File: src/rtl/hrf_pkg.sv
// Package: types, constants and helpers for the HTTP response framer.
`timescale 1ns / 1ps
package hrf_pkg;

   localparam int unsigned COUNT_BITS_DEF = 32;
   localparam int unsigned STATUS_MAX     = 99999;
   localparam int unsigned MIN_MSG        = 12;
   localparam int unsigned TE_LEN         = 17;
   localparam int unsigned CL_LEN         = 14;
   localparam int unsigned CK_LEN         = 7;
   localparam int unsigned QUEUE_DEPTH    = 4;

   localparam logic [4:0] PH_SL_PRE   = 5'd0;
   localparam logic [4:0] PH_SL_WS    = 5'd1;
   localparam logic [4:0] PH_SL_DIG   = 5'd2;
   localparam logic [4:0] PH_SL_REST  = 5'd3;
   localparam logic [4:0] PH_HNAME    = 5'd4;
   localparam logic [4:0] PH_TE_WS    = 5'd5;
   localparam logic [4:0] PH_TE_VAL   = 5'd6;
   localparam logic [4:0] PH_CL_WS    = 5'd7;
   localparam logic [4:0] PH_CL_DIG   = 5'd8;
   localparam logic [4:0] PH_HSKIP    = 5'd9;
   localparam logic [4:0] PH_CH_SIZE  = 5'd10;
   localparam logic [4:0] PH_CH_EXT   = 5'd11;
   localparam logic [4:0] PH_CH_DATA  = 5'd12;
   localparam logic [4:0] PH_CH_TRAIL = 5'd13;
   localparam logic [4:0] PH_CH_DONE  = 5'd14;
   localparam logic [4:0] PH_PLAIN    = 5'd15;
   localparam logic [4:0] PH_ERR      = 5'd16;

   localparam logic [1:0] MODE_CHUNKED = 2'd0;
   localparam logic [1:0] MODE_LENGTH  = 2'd1;
   localparam logic [1:0] MODE_CLOSE   = 2'd2;

   typedef struct packed {
      logic [7:0] byte_in;
      logic       end_of_msg;
   } req_type;

   typedef struct packed {
      logic        kind;
      logic [7:0]  body_byte;
      logic [17:0] status_code;
      logic [31:0] body_length;
      logic [1:0]  framing_mode;
      logic        parse_error;
      logic        last_result;
   } rsp_type;

   // One decoded byte event from the parser to the emitter.
   typedef struct packed {
      logic        emit_byte;
      logic [7:0]  body_byte;
      logic        emit_sum;
      logic [17:0] status_code;
      logic [31:0] body_length;
      logic [1:0]  framing_mode;
      logic        parse_error;
   } evt_type;

   function automatic logic [7:0] te_char(input logic [4:0] i);
      logic [7:0] c;
      case (i)
         5'd0: c = "t";  5'd1: c = "r";  5'd2: c = "a";  5'd3: c = "n";
         5'd4: c = "s";  5'd5: c = "f";  5'd6: c = "e";  5'd7: c = "r";
         5'd8: c = "-";  5'd9: c = "e";  5'd10: c = "n"; 5'd11: c = "c";
         5'd12: c = "o"; 5'd13: c = "d"; 5'd14: c = "i"; 5'd15: c = "n";
         5'd16: c = "g";
         default: c = 8'h00;
      endcase
      return c;
   endfunction

   function automatic logic [7:0] cl_char(input logic [4:0] i);
      logic [7:0] c;
      case (i)
         5'd0: c = "c";  5'd1: c = "o";  5'd2: c = "n";  5'd3: c = "t";
         5'd4: c = "e";  5'd5: c = "n";  5'd6: c = "t";  5'd7: c = "-";
         5'd8: c = "l";  5'd9: c = "e";  5'd10: c = "n"; 5'd11: c = "g";
         5'd12: c = "t"; 5'd13: c = "h";
         default: c = 8'h00;
      endcase
      return c;
   endfunction

   function automatic logic [7:0] ck_char(input logic [4:0] i);
      logic [7:0] c;
      case (i)
         5'd0: c = "c"; 5'd1: c = "h"; 5'd2: c = "u"; 5'd3: c = "n";
         5'd4: c = "k"; 5'd5: c = "e"; 5'd6: c = "d";
         default: c = 8'h00;
      endcase
      return c;
   endfunction

   function automatic logic [7:0] to_lower(input logic [7:0] c);
      return (c >= "A" && c <= "Z") ? c + 8'd32 : c;
   endfunction

   function automatic logic is_dec(input logic [7:0] c);
      return c >= "0" && c <= "9";
   endfunction

endpackage

File: src/rtl/http_response_framer.sv
// Top level of the HTTP/1.1 response framer.
`timescale 1ns / 1ps
// Usage:
// req_ channel: one raw message byte per transfer, end_of_msg on the last one.
// rsp_ channel: decoded body bytes (kind 0), then one summary (kind 1,
// last_result 1) per message with status, body length, framing and error.
// Body bytes already sent for a message whose summary flags an error are to
// be dropped by the receiver.
// Throughput: one byte per cycle while req_stall is low. A byte that yields both a
// body byte and the summary gives two transfers through the single output register.
// Path: a result reaches rsp_ through the parser event register, the
// four-entry queue and the output register, in that order.
// Reset clears the parser to the start of a message and empties the queue.
// A stalled receiver holds rsp_ stable; the queue fills and then req_stall
// rises, so no byte is lost.
module http_response_framer
   import hrf_pkg::*;
#(
   parameter int unsigned COUNT_BITS = COUNT_BITS_DEF
) (
   input  logic    clock,
   input  logic    reset,
   input  logic    req_valid,
   input  req_type req_data,
   output logic    req_stall,
   output logic    rsp_valid,
   output rsp_type rsp_data,
   input  logic    rsp_stall
);

   logic    p_ready, pe_valid, q_ready, qe_valid, e_ready;
   evt_type pe_data, qe_data;

   assign req_stall = !p_ready;

   hrf_parser #(.COUNT_BITS(COUNT_BITS)) u_parser (
      .clock, .reset, .in_valid(req_valid), .in_data(req_data), .in_ready(p_ready),
      .evt_valid(pe_valid), .evt_data(pe_data), .evt_ready(q_ready));

   hrf_queue u_queue (
      .clock, .reset, .wr_valid(pe_valid), .wr_data(pe_data), .wr_ready(q_ready),
      .rd_valid(qe_valid), .rd_data(qe_data), .rd_ready(e_ready));

   hrf_emitter u_emitter (
      .clock, .reset, .evt_valid(qe_valid), .evt_data(qe_data), .evt_ready(e_ready),
      .out_valid(rsp_valid), .out_data(rsp_data), .out_stall(rsp_stall));

endmodule

File: src/rtl/hrf_parser.sv
// Front end: parses one message byte per cycle while its event output is not stalled, and produces decode events.
`timescale 1ns / 1ps
module hrf_parser
   import hrf_pkg::*;
#(
   parameter int unsigned COUNT_BITS = COUNT_BITS_DEF
) (
   input  logic    clock,
   input  logic    reset,
   input  logic    in_valid,
   input  req_type in_data,
   output logic    in_ready,
   output logic    evt_valid,
   output evt_type evt_data,
   input  logic    evt_ready
);

   localparam logic [COUNT_BITS-1:0] CNT_MAX = '1;
   localparam int unsigned LEN_BITS = (COUNT_BITS < 32) ? COUNT_BITS : 32;

   logic [4:0]            phase_ff, phase_in;
   logic                  cr_ff, cr_in;
   logic [16:0]           stv_ff, stv_in;
   logic                  stn_ff, stn_in;
   logic [4:0]            pos_ff, pos_in;
   logic [1:0]            nmf_ff, nmf_in;
   logic                  vmf_ff, vmf_in;
   logic                  es_ff, es_in;
   logic                  ec_ff, ec_in;
   logic                  ls_ff, ls_in;
   logic                  ln_ff, ln_in;
   logic [COUNT_BITS-1:0] lv_ff, lv_in;
   logic [COUNT_BITS-1:0] cr_rem_ff, cr_rem_in;
   logic [COUNT_BITS-1:0] dc_ff, dc_in;
   logic [3:0]            sc_ff, sc_in;
   logic                  ev_ff, ev_in;
   evt_type               ed_ff, ed_in;

   logic       take;
   logic [7:0] b;

   assign in_ready  = !ev_ff || evt_ready;
   assign take      = in_valid && in_ready;
   assign b         = in_data.byte_in;
   assign evt_valid = ev_ff;
   assign evt_data  = ed_ff;

   function automatic logic [COUNT_BITS-1:0] acc10(input logic [COUNT_BITS-1:0] v,
                                                  input logic [7:0] c);
      logic [COUNT_BITS+3:0] w;
      w = {4'd0, v} * (COUNT_BITS+4)'(10) + (COUNT_BITS+4)'(c - "0");
      return (w > {4'd0, CNT_MAX}) ? CNT_MAX : w[COUNT_BITS-1:0];
   endfunction

   function automatic logic [COUNT_BITS-1:0] acc16(input logic [COUNT_BITS-1:0] v,
                                                  input logic [3:0] h);
      return (v[COUNT_BITS-1 -: 4] != 4'd0) ? CNT_MAX : {v[COUNT_BITS-5:0], h};
   endfunction

   always_comb begin
      logic [7:0]  lc, hc;
      logic        hex_ok, do_content, emit, te, cl, err;
      logic [3:0]  hv;
      logic [20:0] sv;
      logic [17:0] st;
      logic [4:0]  phase_x, pos_x;
      logic [1:0]  nmf_x;
      logic        vmf_x;
      phase_in = phase_ff; cr_in = cr_ff; stv_in = stv_ff; stn_in = stn_ff;
      pos_in = pos_ff; nmf_in = nmf_ff; vmf_in = vmf_ff; es_in = es_ff;
      ec_in = ec_ff; ls_in = ls_ff; ln_in = ln_ff; lv_in = lv_ff;
      cr_rem_in = cr_rem_ff; dc_in = dc_ff; sc_in = sc_ff;
      ev_in = ev_ff && !evt_ready; ed_in = ed_ff;
      emit = 1'b0; do_content = 1'b0; hc = b; lc = to_lower(b);
      te = 1'b0; cl = 1'b0; err = 1'b0; st = '0; sv = '0;
      phase_x = phase_ff; pos_x = pos_ff; nmf_x = nmf_ff; vmf_x = vmf_ff;
      hex_ok = 1'b0; hv = '0;
      if (b >= "0" && b <= "9") begin hex_ok = 1'b1; hv = 4'(b - "0"); end
      else if (b >= "a" && b <= "f") begin hex_ok = 1'b1; hv = 4'(b - "a" + 8'd10); end
      else if (b >= "A" && b <= "F") begin hex_ok = 1'b1; hv = 4'(b - "A" + 8'd10); end
      if (take) begin
         if (sc_ff < 4'(MIN_MSG)) sc_in = sc_ff + 4'd1;
         if (phase_ff <= PH_HSKIP) begin
            if (b == 8'h00) phase_in = PH_ERR;
            else begin
               if (cr_ff && b == 8'h0A) begin
                  cr_in = 1'b0;
                  // End of line.
                  if (phase_ff == PH_SL_PRE) phase_in = PH_ERR;
                  else if (phase_ff == PH_HNAME && pos_ff == 5'd0) begin
                     cr_rem_in = '0;
                     phase_in  = (es_ff && ec_ff) ? PH_CH_SIZE : PH_PLAIN;
                  end else begin
                     if (phase_ff == PH_TE_WS || phase_ff == PH_TE_VAL)
                        ec_in = vmf_ff && pos_ff == 5'(CK_LEN);
                     if (ln_ff) begin lv_in = '0; ln_in = 1'b0; end
                     phase_in = PH_HNAME; pos_in = '0; nmf_in = 2'b11;
                  end
               end else begin
                  // A CR left pending by the previous byte counts as line content
                  // first; the current byte is then handled on top of that.
                  if (cr_ff) begin
                     unique case (phase_ff)
                        PH_SL_WS, PH_SL_DIG: phase_x = PH_SL_REST;
                        PH_HNAME: begin
                           nmf_x = 2'b00;
                           if (pos_ff < 5'd31) pos_x = pos_ff + 5'd1;
                        end
                        PH_TE_WS, PH_TE_VAL: begin
                           phase_x = PH_TE_VAL; vmf_x = 1'b0;
                           if (pos_ff < 5'd31) pos_x = pos_ff + 5'd1;
                        end
                        PH_CL_WS, PH_CL_DIG: phase_x = PH_HSKIP;
                        default: ;
                     endcase
                  end
                  phase_in = phase_x; pos_in = pos_x; nmf_in = nmf_x; vmf_in = vmf_x;
                  do_content = (b != 8'h0D);
                  cr_in = (b == 8'h0D);
               end
            end
         end else if (phase_ff != PH_ERR) begin
            unique case (phase_ff)
               PH_CH_SIZE, PH_CH_TRAIL: begin
                  if (phase_ff == PH_CH_TRAIL && (b == 8'h0D || b == 8'h0A)) begin
                  end else begin
                     if (hex_ok)
                        cr_rem_in = acc16((phase_ff == PH_CH_TRAIL) ? '0 : cr_rem_ff, hv);
                     else begin
                        if (phase_ff == PH_CH_TRAIL) cr_rem_in = '0;
                        if (b == 8'h0A)
                           phase_in = ((phase_ff == PH_CH_TRAIL) || cr_rem_ff == '0)
                                      ? PH_CH_DONE : PH_CH_DATA;
                        else phase_in = PH_CH_EXT;
                     end
                     if (phase_ff == PH_CH_TRAIL && hex_ok) phase_in = PH_CH_SIZE;
                  end
               end
               PH_CH_EXT:
                  if (b == 8'h0A) phase_in = (cr_rem_ff == '0) ? PH_CH_DONE : PH_CH_DATA;
               PH_CH_DATA: begin
                  cr_rem_in = cr_rem_ff - 1'b1;
                  if (cr_rem_ff == {{(COUNT_BITS-1){1'b0}}, 1'b1}) phase_in = PH_CH_TRAIL;
                  emit = 1'b1;
               end
               PH_PLAIN:
                  emit = !(es_ff && ec_ff) && !(ls_ff && dc_ff >= lv_ff);
               default: ;
            endcase
         end
         if (do_content) begin
            unique case (phase_x)
               PH_SL_PRE: if (hc == " ") phase_in = PH_SL_WS;
               PH_SL_WS, PH_SL_DIG: begin
                  if (phase_x == PH_SL_WS && (hc == " " || hc == 8'h09)) ;
                  else if (phase_x == PH_SL_WS && hc == "-") begin
                     stn_in = 1'b1; phase_in = PH_SL_DIG;
                  end else if (phase_x == PH_SL_WS && hc == "+") phase_in = PH_SL_DIG;
                  else if (is_dec(hc)) begin
                     sv = {4'd0, stv_ff} * 21'd10 + 21'(hc - "0");
                     stv_in = (sv > 21'(STATUS_MAX)) ? 17'(STATUS_MAX) : sv[16:0];
                     phase_in = PH_SL_DIG;
                  end else phase_in = PH_SL_REST;
               end
               PH_HNAME: begin
                  if (hc == ":") begin
                     te = nmf_x[0] && pos_x == 5'(TE_LEN) && !es_ff;
                     cl = nmf_x[1] && pos_x == 5'(CL_LEN) && !ls_ff;
                     pos_in = '0;
                     if (te) begin
                        es_in = 1'b1; ec_in = 1'b0; vmf_in = 1'b1; phase_in = PH_TE_WS;
                     end else if (cl) begin
                        ls_in = 1'b1; lv_in = '0; ln_in = 1'b0; phase_in = PH_CL_WS;
                     end else phase_in = PH_HSKIP;
                  end else begin
                     if (pos_x >= 5'(TE_LEN) || lc != te_char(pos_x)) nmf_in[0] = 1'b0;
                     if (pos_x >= 5'(CL_LEN) || lc != cl_char(pos_x)) nmf_in[1] = 1'b0;
                     if (pos_x < 5'd31) pos_in = pos_x + 5'd1;
                  end
               end
               PH_TE_WS, PH_TE_VAL: begin
                  if (phase_x == PH_TE_WS && (hc == " " || hc == 8'h09)) ;
                  else begin
                     phase_in = PH_TE_VAL;
                     if (pos_x >= 5'(CK_LEN) || lc != ck_char(pos_x)) vmf_in = 1'b0;
                     if (pos_x < 5'd31) pos_in = pos_x + 5'd1;
                  end
               end
               PH_CL_WS, PH_CL_DIG: begin
                  if (phase_x == PH_CL_WS && (hc == " " || hc == 8'h09)) ;
                  else if (phase_x == PH_CL_WS && hc == "-") begin
                     ln_in = 1'b1; phase_in = PH_CL_DIG;
                  end else if (phase_x == PH_CL_WS && hc == "+") phase_in = PH_CL_DIG;
                  else if (is_dec(hc)) begin
                     lv_in = acc10(lv_ff, hc); phase_in = PH_CL_DIG;
                  end else phase_in = PH_HSKIP;
               end
               default: ;
            endcase
         end
         if (emit && dc_ff != CNT_MAX) dc_in = dc_ff + 1'b1;
         ed_in = '0;
         ed_in.emit_byte = emit;
         ed_in.body_byte = b;
         if (in_data.end_of_msg) begin
            err = (phase_in <= PH_HSKIP) || phase_in == PH_ERR ||
                  sc_in < 4'(MIN_MSG);
            ed_in.emit_sum = 1'b1;
            ed_in.parse_error = err;
            if (!err) begin
               st = {1'b0, stv_in};
               ed_in.status_code  = stn_in ? (~st + 18'd1) : st;
               ed_in.body_length  = 32'(dc_in[LEN_BITS-1:0]);
               if (COUNT_BITS > 32 && (dc_in >> LEN_BITS) != '0)
                  ed_in.body_length = '1;
               ed_in.framing_mode = (es_in && ec_in) ? MODE_CHUNKED :
                                    (ls_in ? MODE_LENGTH : MODE_CLOSE);
            end
            phase_in = PH_SL_PRE; cr_in = 1'b0; stv_in = '0; stn_in = 1'b0;
            pos_in = '0; nmf_in = 2'b11; vmf_in = 1'b1; es_in = 1'b0;
            ec_in = 1'b0; ls_in = 1'b0; ln_in = 1'b0; lv_in = '0;
            cr_rem_in = '0; dc_in = '0; sc_in = '0;
         end
         ev_in = emit || in_data.end_of_msg;
      end
   end

   always_ff @(posedge clock) begin
      if (reset) begin
         phase_ff <= PH_SL_PRE; cr_ff <= 1'b0; stv_ff <= '0; stn_ff <= 1'b0;
         pos_ff <= '0; nmf_ff <= 2'b11; vmf_ff <= 1'b1; es_ff <= 1'b0;
         ec_ff <= 1'b0; ls_ff <= 1'b0; ln_ff <= 1'b0; lv_ff <= '0;
         cr_rem_ff <= '0; dc_ff <= '0; sc_ff <= '0; ev_ff <= 1'b0;
      end else begin
         phase_ff <= phase_in; cr_ff <= cr_in; stv_ff <= stv_in; stn_ff <= stn_in;
         pos_ff <= pos_in; nmf_ff <= nmf_in; vmf_ff <= vmf_in; es_ff <= es_in;
         ec_ff <= ec_in; ls_ff <= ls_in; ln_ff <= ln_in; lv_ff <= lv_in;
         cr_rem_ff <= cr_rem_in; dc_ff <= dc_in; sc_ff <= sc_in; ev_ff <= ev_in;
      end
      ed_ff <= ed_in;
   end

`ifndef SYNTHESIS
   a_evt_hold: assert property (@(posedge clock) disable iff (reset)
      ev_ff && !evt_ready |=> ev_ff && $stable(ed_ff))
      else $error("decode event dropped while stalled");
   a_evt_nonempty: assert property (@(posedge clock) disable iff (reset)
      ev_ff |-> ed_ff.emit_byte || ed_ff.emit_sum)
      else $error("empty decode event");
   a_sum_reset: assert property (@(posedge clock) disable iff (reset)
      take && in_data.end_of_msg |=> phase_ff == PH_SL_PRE && sc_ff == 4'd0)
      else $error("state not cleared after message end");
`endif

endmodule

File: src/rtl/hrf_queue.sv
// Short event queue between parser and emitter.
`timescale 1ns / 1ps
module hrf_queue
   import hrf_pkg::*;
(
   input  logic    clock,
   input  logic    reset,
   input  logic    wr_valid,
   input  evt_type wr_data,
   output logic    wr_ready,
   output logic    rd_valid,
   output evt_type rd_data,
   input  logic    rd_ready
);

   localparam int unsigned AW = $clog2(QUEUE_DEPTH);

   evt_type       mem_ff [QUEUE_DEPTH];
   logic [AW-1:0] wp_ff, wp_in, rp_ff, rp_in;
   logic [AW:0]   cnt_ff, cnt_in;
   logic          wr, rd;

   assign wr_ready = cnt_ff != (AW+1)'(QUEUE_DEPTH);
   assign rd_valid = cnt_ff != '0;
   assign rd_data  = mem_ff[rp_ff];
   assign wr       = wr_valid && wr_ready;
   assign rd       = rd_valid && rd_ready;

   always_comb begin
      wp_in  = wr ? wp_ff + 1'b1 : wp_ff;
      rp_in  = rd ? rp_ff + 1'b1 : rp_ff;
      cnt_in = cnt_ff + (AW+1)'(wr) - (AW+1)'(rd);
   end

   always_ff @(posedge clock) begin
      if (reset) begin
         wp_ff <= '0; rp_ff <= '0; cnt_ff <= '0;
      end else begin
         wp_ff <= wp_in; rp_ff <= rp_in; cnt_ff <= cnt_in;
      end
      if (wr) mem_ff[wp_ff] <= wr_data;
   end

`ifndef SYNTHESIS
   a_cnt: assert property (@(posedge clock) disable iff (reset)
      cnt_ff <= (AW+1)'(QUEUE_DEPTH)) else $error("queue count overflow");
   a_ptr: assert property (@(posedge clock) disable iff (reset)
      (cnt_ff == '0 || cnt_ff == (AW+1)'(QUEUE_DEPTH)) |-> wp_ff == rp_ff)
      else $error("queue pointers out of step");
   a_cnt_step: assert property (@(posedge clock) disable iff (reset)
      wr && !rd |=> cnt_ff == $past(cnt_ff) + 1'b1) else $error("queue count slip");
`endif

endmodule

File: src/rtl/hrf_emitter.sv
// Back end: turns decode events into one or two result transfers.
`timescale 1ns / 1ps
module hrf_emitter
   import hrf_pkg::*;
(
   input  logic    clock,
   input  logic    reset,
   input  logic    evt_valid,
   input  evt_type evt_data,
   output logic    evt_ready,
   output logic    out_valid,
   output rsp_type out_data,
   input  logic    out_stall
);

   logic    byte_done_ff, byte_done_in;
   logic    ov_ff, ov_in;
   rsp_type od_ff, od_in;
   logic    load, sum_now;

   // Byte part goes first; the summary follows when both are present.
   assign sum_now   = !evt_data.emit_byte || byte_done_ff;
   assign load      = evt_valid && (!ov_ff || !out_stall);
   assign evt_ready = load && (sum_now ? 1'b1 : !evt_data.emit_sum);
   assign out_valid = ov_ff;
   assign out_data  = od_ff;

   always_comb begin
      ov_in = ov_ff && out_stall;
      od_in = od_ff;
      byte_done_in = byte_done_ff;
      if (load) begin
         ov_in = 1'b1;
         od_in = '0;
         if (!sum_now) begin
            od_in.body_byte = evt_data.body_byte;
            byte_done_in = evt_data.emit_sum;
         end else begin
            od_in.kind = 1'b1;
            od_in.status_code = evt_data.status_code;
            od_in.body_length = evt_data.body_length;
            od_in.framing_mode = evt_data.framing_mode;
            od_in.parse_error = evt_data.parse_error;
            od_in.last_result = 1'b1;
            byte_done_in = 1'b0;
         end
      end
   end

   always_ff @(posedge clock) begin
      if (reset) begin
         ov_ff <= 1'b0; byte_done_ff <= 1'b0;
      end else begin
         ov_ff <= ov_in; byte_done_ff <= byte_done_in;
      end
      od_ff <= od_in;
   end

`ifndef SYNTHESIS
   a_kind_last: assert property (@(posedge clock) disable iff (reset)
      ov_ff |-> od_ff.kind == od_ff.last_result) else $error("kind/last mismatch");
   a_split: assert property (@(posedge clock) disable iff (reset)
      byte_done_ff |-> evt_valid && evt_data.emit_sum) else $error("split lost");
   a_err_zero: assert property (@(posedge clock) disable iff (reset)
      ov_ff && od_ff.parse_error |-> od_ff.body_length == '0)
      else $error("error summary with length");
`endif

endmodule
File: config.mk
export PLATFORM = sky130hd
export DESIGN_NAME = http_response_framer
export DESIGN_NICKNAME = d
export VERILOG_FILES = /design/src/rtl/hrf_pkg.sv /design/src/rtl/http_response_framer.sv /design/src/rtl/hrf_parser.sv /design/src/rtl/hrf_queue.sv /design/src/rtl/hrf_emitter.sv
export SDC_FILE = /design/constraint.sdc
export NUM_CORES = 1
export LEC_CHECK = 0
export BUFFER_PORTS_ARGS = -buffer_cell sky130_fd_sc_hd__buf_4
export CORE_MARGIN = 3
export CORE_UTILIZATION = 40
export CTS_BUF_LIST = sky130_fd_sc_hd__clkbuf_8
export CTS_CLUSTER_SIZE = 16
export DETAILED_ROUTE_END_ITERATION = 8
export GPL_ROUTABILITY_DRIVEN = 1
export PLACE_DENSITY_LB_ADDON = 0.15
export SYNTH_ARGS = -nofsm -noshare
export SYNTH_HDL_FRONTEND = slang
export SYNTH_HIERARCHICAL = 1
export SYNTH_SLANG_ARGS = --single-unit
File: constraint.sdc
create_clock -name clock -period 7.88 [get_ports clock]
set_input_delay 0 -clock clock [delete_from_list [all_inputs] [get_ports clock]]
set_output_delay 0 -clock clock [all_outputs]
set_load 0.05 [all_outputs]
# Word level (Yosys, flattened, before mapping)
# Memories as Yosys holds them, arrays and structs flattened. A register that Yosys moved wholly into a read port is not among the register bits.
# Cells that the tools add are included.
[classes] addsub=20 multipliers=2 magnitude_cmp=19 eq_ne=50 n_mux=221 bitwise_logic=3 n_reduce_logical=80
[ops] operator="32-bit 2-to-1 mux" n=29
[ops] operator="5-bit 2-to-1 mux" n=47
[ops] operator="17-bit 2-to-1 mux" n=9
[ops] operator="32-bit one-hot mux with 2 select lines" n=2
[ops] operator="8-bit 2-to-1 mux" n=14
[ops] operator="1-bit 2-to-1 mux" n=80
[ops] operator="5-bit by 3-bit == test with 1-bit output (second input constant)" n=12
[ops] operator="54-bit 2-to-1 mux" n=1
[ops] operator="52-bit 2-to-1 mux" n=1
[ops] operator="7-bit one-hot mux with 7 select lines" n=1
[ops] operator="2-bit 2-to-1 mux" n=21
[ops] operator="5-bit by 4-bit == test with 1-bit output (second input constant)" n=8
[ops] operator="36-bit adder" n=1
[ops] operator="36-bit by 32-bit > comparator with 1-bit output (second input constant)" n=1
[ops] operator="32-bit by 3-bit multiplier with 35-bit output (second input constant)" n=1
[ops] operator="32-bit by 1-bit adder with 32-bit output (second input constant)" n=1
[ops] operator="32-bit by 1-bit == test with 1-bit output (second input constant)" n=1
[ops] operator="8-bit by 6-bit == test with 1-bit output (second input constant)" n=4
[ops] operator="32-bit >= comparator" n=1
[ops] operator="1-bit logical AND" n=32
[ops] operator="32-bit zero test" n=1
[ops] operator="32-bit != test (second input constant)" n=1
[ops] operator="32-bit by 1-bit subtractor with 32-bit output (second input constant)" n=1
[ops] operator="5-bit one-hot mux with 3 select lines" n=2
[ops] operator="other kinds (52)" n=123
[totals] ff_bits=272 ram_bits=252 romBits=336 inputBits=13 out_inout_bits=65 mem_count=3
[memory_table] name="u_queue.mem_ff" depth=4 word_bits=63 rd=1 rd_clocked_by_memory_dff=1 wr=1 line_no="hrf_queue.sv:18" rtl="evt_type mem_ff [QUEUE_DEPTH];"
[memory_table] name="(name not given)" depth=32 word_bits=7 rd=1 rd_clocked_by_memory_dff=0 wr=0 line_no="hrf_pkg.sv:63" rtl="case (i)"
[memory_table] name="(name not given)" depth=16 word_bits=7 rd=1 rd_clocked_by_memory_dff=0 wr=0 line_no="hrf_pkg.sv:76" rtl="case (i)"

# Longest topological paths before layout
[logic_depth] ltp_word=22 ltp_mapped=33 mapped_depth_nobuf=32

# Modules after synthesis
# The synthesis kept the hierarchy.
[by_module_without_submodules] mod="hrf_parser" n_inst=1 cells_each=2554 area_each_um2=19507.5 seq_area_each_um2=4634.4
[by_module_without_submodules] mod="hrf_queue" n_inst=1 cells_each=378 area_each_um2=9631.7 seq_area_each_um2=7747.4
[by_module_without_submodules] mod="hrf_emitter" n_inst=1 cells_each=140 area_each_um2=2532.4 seq_area_each_um2=1901.8
[by_module_without_submodules] mod="http_response_framer" n_inst=1 cells_each=1 area_each_um2=3.8 seq_area_each_um2=0.0

# Worst setup path after synthesis
# Ideal clock, no wire load.
[synth_timing] path_kind="register -> register" from="register u_parser.stv_ff[4]" to="register u_parser.ed_ff, in the netlist u_parser/evt_data[50] (data pin)" setup_ns=0.265 arrival_ns=5.822 t_required_ns=7.615 slack_ns=1.792 path_stages_with_launch=28 path_buffers=1 synth_period_minus_slack_ns=6.088 path_cell_list="dfxtp_1 > ha_1 > ha_1 > a21o_1 > a21oi_1 > o21bai_1 > a21oi_1 > o21bai_1 > a21oi_1 > nor2b_1 > o21ai_0 > a21oi_1 > a211o_1 > a21oi_1 > xnor2_1 > ha_1 > nor2b_1 > a2111o_1 > a211oi_1 > nand2_1 > o32ai_1 > o2111a_1 > and2_1 > clkbuf_1 > o21ai_0 > nor4b_4 > nor4_1 > or3_1"
[synth_via] elab_chain_len=14
[synth_rtl] item="start, declared" line_no="hrf_parser.sv:23" rtl="logic [16:0] stv_ff, stv_in;"
[synth_rtl] item="start signal, assigned" line_no="hrf_parser.sv:235" rtl="phase_ff <= phase_in; cr_ff <= cr_in; stv_ff <= stv_in; stn_ff <= stn_in;"
[synth_rtl] item="17-bit by 3-bit multiplier with 20-bit output" line_no="hrf_parser.sv:160" rtl="sv = {4'd0, stv_ff} * 21'd10 + 21'(hc - \"0\");"
[synth_rtl] item="21-bit adder" line_no="hrf_parser.sv:160"
[synth_rtl] item="21-bit by 17-bit > comparator with 1-bit output" line_no="hrf_parser.sv:161" rtl="stv_in = (sv > 21'(STATUS_MAX)) ? 17'(STATUS_MAX) : sv[16:0];"
[synth_rtl] item="17-bit 2-to-1 mux" line_no="hrf_parser.sv:161"
[synth_rtl] item="17-bit 2-to-1 mux" line_no="hrf_parser.sv:159" rtl="else if (is_dec(hc)) begin"
[synth_rtl] item="17-bit 2-to-1 mux" line_no="hrf_parser.sv:158" rtl="end else if (phase_x == PH_SL_WS && hc == \"+\") phase_in = PH_SL_DIG;"
[synth_rtl] item="17-bit 2-to-1 mux" line_no="hrf_parser.sv:156" rtl="else if (phase_x == PH_SL_WS && hc == \"-\") begin"
[synth_rtl] item="17-bit 2-to-1 mux" line_no="hrf_parser.sv:155" rtl="if (phase_x == PH_SL_WS && (hc == \" \" || hc == 8'h09)) ;"
[synth_rtl] item="17-bit 2-to-1 mux" line_no="hrf_parser.sv:152" rtl="unique case (phase_x)"
[synth_rtl] item="17-bit 2-to-1 mux *" line_no="hrf_parser.sv:151" rtl="if (do_content) begin"
[synth_rtl] item="17-bit 2-to-1 mux *" line_no="hrf_parser.sv:81" rtl="if (take) begin"
[synth_rtl] item="17-bit NOT with 18-bit output" line_no="hrf_parser.sv:212" rtl="ed_in.status_code = stn_in ? (~st + 18'd1) : st;"
[synth_rtl] item="18-bit by 1-bit adder with 18-bit output" line_no="hrf_parser.sv:212"
[synth_rtl] item="18-bit 2-to-1 mux *" line_no="hrf_parser.sv:212"
[synth_rtl] item="end signal, assigned" line_no="hrf_parser.sv:240" rtl="ed_ff <= ed_in;"
[synth_rtl] item="end, declared" line_no="hrf_parser.sv:37" rtl="evt_type ed_ff, ed_in;"
# Mark *: on every way between the ends. The rest lies on a longest branch, timed or not. The select of a mux whose other input is x is not followed.
# A chain may end at the register's enable or synchronous reset.

# Final worst setup path
[layout_timing] from="register u_parser.lv_ff[3]" to="register u_parser.lv_ff[13]"
[layout_via] elab_chain_len=11
[layout_rtl] item="start, declared" line_no="hrf_parser.sv:32" rtl="logic [COUNT_BITS-1:0] lv_ff, lv_in;"
[layout_rtl] item="start signal, assigned" line_no="hrf_parser.sv:237" rtl="ec_ff <= ec_in; ls_ff <= ls_in; ln_ff <= ln_in; lv_ff <= lv_in;"
[layout_rtl] item="32-bit by 3-bit multiplier with 35-bit output *" line_no="hrf_parser.sv:51" rtl="w = {4'd0, v} * (COUNT_BITS+4)'(10) + (COUNT_BITS+4)'(c - \"0\");"
[layout_rtl] item="36-bit adder *" line_no="hrf_parser.sv:51"
[layout_rtl] item="36-bit by 32-bit > comparator with 1-bit output" line_no="hrf_parser.sv:52" rtl="return (w > {4'd0, CNT_MAX}) ? CNT_MAX : w[COUNT_BITS-1:0];"
[layout_rtl] item="32-bit 2-to-1 mux *" line_no="hrf_parser.sv:52"
[layout_rtl] item="32-bit 2-to-1 mux *" line_no="hrf_parser.sv:194" rtl="else if (is_dec(hc)) begin"
[layout_rtl] item="32-bit 2-to-1 mux *" line_no="hrf_parser.sv:193" rtl="end else if (phase_x == PH_CL_WS && hc == \"+\") phase_in = PH_CL_DIG;"
[layout_rtl] item="32-bit 2-to-1 mux *" line_no="hrf_parser.sv:191" rtl="else if (phase_x == PH_CL_WS && hc == \"-\") begin"
[layout_rtl] item="32-bit 2-to-1 mux *" line_no="hrf_parser.sv:190" rtl="if (phase_x == PH_CL_WS && (hc == \" \" || hc == 8'h09)) ;"
[layout_rtl] item="32-bit one-hot mux with 2 select lines *" line_no="hrf_parser.sv:152"
[layout_rtl] item="32-bit 2-to-1 mux *" line_no="hrf_parser.sv:151"
[layout_rtl] item="32-bit 2-to-1 mux *" line_no="hrf_parser.sv:205" rtl="if (in_data.end_of_msg) begin"
# Mark *: on every way between the ends. The rest lies on a longest branch, timed or not.

==> impl_results.rst <==
.. list-table::
   :header-rows: 1

   * - Metric
     - Value
   * - Kind of start point of the critical path
     - flip-flop
   * - Clock-pin slew on the worst setup and hold paths
     - 60 ps
   * - Family of cells with the greatest summed delay on the critical path
     - compound AO/OA/AOI/OAI gates
   * - Instance count of the mapped netlist
     - 3073
   * - Number of slew-limit violations in the final report
     - 0
   * - Global-route wire length before repair
     - 137 mm
   * - Worst-case hold slack
     - 158 ps
   * - DR vias/cell
     - 5.78
   * - Post-synth EDFFs
     - 377
   * - Average wire length per cell after detail routing
     - 20.7 um
   * - Area share of the largest cell type after synthesis
     - 35.7%
   * - Top FF cell, synth
     - edfxtp_1
   * - Arrival time at the worst endpoint
     - 7820 ps
   * - Async set-reset flop share out of synthesis
     - 0%
   * - Area delta synth->final
     - 10.5%
   * - Maximum single-stage delay on the critical path
     - 640 ps
   * - Post-synthesis sequential element count
     - 525
   * - Chip Width
     - 287 um
   * - Sequential cell area fraction in the yosys report
     - 45.1%
   * - Post-route setup TNS
     - 0 ps
   * - Highest ir drop seen on vdd
     - 0.166 mV
   * - Maximum number of pins on one net before global-route repair
     - 69
   * - GRT Resource Usage Total
     - 20.9%
   * - Synth cell types
     - 98
   * - Clock Tree Buf Depth
     - 3
   * - Clk sink count
     - 525
   * - Length of the first detailed-routing pass in iterations
     - 5
   * - Chip height
     - 287 um
   * - Required time of the worst setup path
     - 8410 ps
   * - Core Region
     - 78000 sq um
   * - Number of CTS-inserted buffers
     - 90
   * - Number of DRC markers after the initial detailed-route iteration
     - 2016
   * - Global placement routability congestion
     - 0.915
   * - Max Cap Viol
     - 0
   * - Via count of the first global-routing pass
     - 23898
   * - Power density over the cells
     - 217 nW/um^2
   * - Transition at the pin with the smallest max-transition slack
     - 1200 ps
   * - Cell types with the largest area share after synthesis
     - edfxtp_1, dfxtp_1, ha_1, mux4_2, a21oi_1
   * - Type of the worst setup path
     - reg -> reg
   * - Final critical-path share of the clock period
     - 92.5%
   * - Clock tree root buffer cell
     - clkbuf_8
   * - Nets
     - 3360
   * - Cell type contributing the most total cell area after synthesis
     - edfxtp_1
   * - Synthesized area
     - 31700 sq um
   * - Max Fclk
     - 0.137 GHz
   * - Number of routed nets with antenna violations
     - 0
   * - Row cnt
     - 102
   * - Die Outline Area
     - 82600 sq um
   * - Latest clock arrival within the worst-skew pair
     - 700 ps
   * - Initial core utilization
     - 40.6%
   * - Post-DP HPWL
     - 61.4 mm
   * - Number of port buffers
     - 77
   * - Deepest level of the CTS H-tree
     - 3
   * - Syn nets
     - 3303
   * - Setup repair after global routing missed its margin
     - no
   * - Maximum fanout along the worst path
     - 11
   * - Top Ports
     - 78
   * - Hold violation total from the final report
     - 0
   * - Lkg Pwr
     - 13.4 nW
   * - Crit. End Element
     - flip-flop
   * - Filler cell count
     - 7344
   * - Cell repeated most along the worst path
     - ha_1
   * - Crit path buffers/inverters
     - 1
   * - Number of antenna violations at the first check in global routing
     - 1
   * - Status
     - complete, no violations
   * - Average size of a mapped cell
     - 10.3 sq um
   * - TritonCTS clock tree
     - yes
   * - Total number of vias
     - 24554
   * - Cell with the biggest individual delay on the critical path
     - or4b_2
   * - Count of warnings emitted by yosys
     - 6
   * - Hold WC Path Type
     - in -> reg
   * - Share of post-route cells with drive strength above 1
     - 12.5%
   * - Final wirelength
     - 87.8 mm
   * - Max-Slew Margin vs Limit
     - 19.6%
   * - Final setup violation count
     - 0
   * - Number of DRC violations after detailed routing
     - 0
   * - Minimum clock period after layout
     - 7290 ps
   * - Overflow left after global routing
     - 0
   * - Post-route clock skew
     - 63.9 ps
-- metrics by stage --
step / cell area (sq um) / util (%) / cells / total power (W) / setup WS (ps)
after global placement: 33100 / 42.5 / 4064 / 0.00528 / 812
after floorplan: 31700 / - / 3073 / 0.00482 / 1790
final: 35000 / 44.9 / 4247 / 0.00759 / 592
after detailed placement: 33100 / 42.5 / 4064 / 0.00529 / 615
after global routing: 35000 / 44.9 / 4247 / 0.00793 / 14.5
after CTS: 35000 / 44.9 / 4245 / 0.00772 / 609
-- layout make-up --
type,instances,area [sq um],area share [%]
well taps,1040,1300,3.72
repair buffers,128,996,2.84
multi-input cells,2288,16300,46.6
flip-flops and latches,525,14300,40.8
diodes,2,5.00,0.0143
clock inverters,70,418,1.19
clock buffers,97,1340,3.81
inverters,97,368,1.05
-- routing by layer --
layer | vias up | track usage, % | share of wire [%]
met5 | - | 0 | 0.14
li1 | 11723 | - | -
met1 | 12012 | 29.4 | 47
met4 | 2 | 6.59 | 2.5
met3 | 135 | 2.79 | 4.8
met2 | 682 | 33.4 | 46
-- placed cells by master (no fill, tap or decap), drive strengths merged, types with 11 or more instances in the layout --
| cell | instances |
|---|---|
| edfxtp | 377 |
| nor2 | 302 |
| a21oi | 261 |
| ha | 212 |
| o21ai | 198 |
| nand2 | 185 |
| dfxtp | 148 |
| inv | 132 |
| buf | 114 |
| clkbuf | 97 |
| xnor2 | 94 |
| and2 | 81 |
| nand3 | 66 |
| mux4 | 63 |
| a21o | 62 |
| nor3 | 60 |
| xor2 | 59 |
| or3 | 46 |
| a31oi | 43 |
| a22oi | 41 |
| nand2b | 40 |
| and3 | 38 |
| nand4 | 34 |
| clkinv | 32 |
| mux2i | 26 |
| o22ai | 24 |
| a211oi | 23 |
| o211ai | 23 |
| nor2b | 21 |
| o31ai | 21 |
| o21a | 18 |
| nor4 | 16 |
| dlygate4sd3 | 14 |
| or4 | 13 |
| o221ai | 12 |
| or2 | 12 |
| nand3b | 11 |
-- sequential cells by signal (all words and copies together), names as in the netlist, 2 cells and up, named ones only --
register            cells
u_queue/mem_ff        252
u_queue/rp_ff           2
u_parser/stv_ff        17
u_queue/cnt_ff          3
u_emitter/out_data     62
u_parser/dc_ff         32
u_parser/nmf_ff         2
u_parser/phase_ff       5
u_queue/wp_ff           2
u_parser/cr_rem_ff     32
u_parser/pos_ff         5
u_parser/lv_ff         32
u_parser/sc_ff          4
u_parser/evt_data      63
-- cell usage after synthesis (9+ instances only) --
library cell,n
nand4_1,34
or2_2,11
a22o_1,9
mux4_2,60
edfxtp_1,377
nor3_1,59
o21bai_1,10
a21o_1,62
and2_2,12
o221ai_1,12
or4_1,12
xnor2_1,94
o211ai_1,22
o31ai_1,20
o22ai_1,24
nand3b_1,11
mux2i_1,26
nand2b_1,40
a211oi_1,23
ha_1,212
nand2_1,185
clkbuf_1,122
a21oi_1,261
or3_1,46
dfxtp_1,148
nor2_1,302
a211o_1,10
nor2b_1,20
a22oi_1,41
a31oi_1,43
inv_1,95
and2_1,31
o21a_1,18
a2111oi_0,9
buf_1,15
nor4_1,16
nor3b_1,9
and3_1,38
o21ai_0,194
and2_4,38
xor2_1,59
and4_1,9
buf_2,13
nand3_1,66
-- worst reg2reg max path, delay by kind of cell (launching register included) --
kind / cells / cell delay [ps]
xor gates and xnor gates: 1 / 160
DFF: 1 / 450
adders and majority gates: 4 / 1300
and+or+nand+nor: 6 / 1750
buffers and inverters: 1 / 340
AOI/OAI and AO/OA: 15 / 3180
-- kinds of logic after synthesis --
family                   Yosys count  share of synthesized area [%]
AO/OA/AOI/OAI                    863                           17.4
AND/OR/NAND/NOR                  961                           15.5
adder cells (fa/ha/maj)          217                           8.69
XOR/XNOR                         153                           4.23
buffers and inverters            260                           3.60
flip-flops                       525                           45.1
multiplexers                      94                           5.51
-- power breakdown --
part / total (W) / internal [W] / switching [W]
Clock: 0.00238 / 0.00125 / 0.00113
Sequential: 0.00341 / 0.00330 / 0.000115
Combinational: 0.00179 / 0.000595 / 0.00119
-- final timing paths --
| path | end | cells past startpoint | from | slack [ps] |
|---|---|---|---|---|
| min | u_emitter/out_valid | 4 | rsp_stall | 160 |
| max reg2reg | u_parser/lv_ff[13] | 27 | u_parser/lv_ff[3] | 590 |
| max | u_parser/lv_ff[13] | 27 | u_parser/lv_ff[3] | 590 |
| min reg2reg | u_queue/mem_ff[0][29] | 0 | u_parser/evt_data[29] | 460 |
-- repair_timing --
item,in CTS,in global routing
resized for setup,0,1
endpoints found under the hold margin,94,0
setup buffers,0,0
hold buffers,14,0
setup endpoints to repair,0,1
Note: power is estimated with default switching activity, not from simulation.
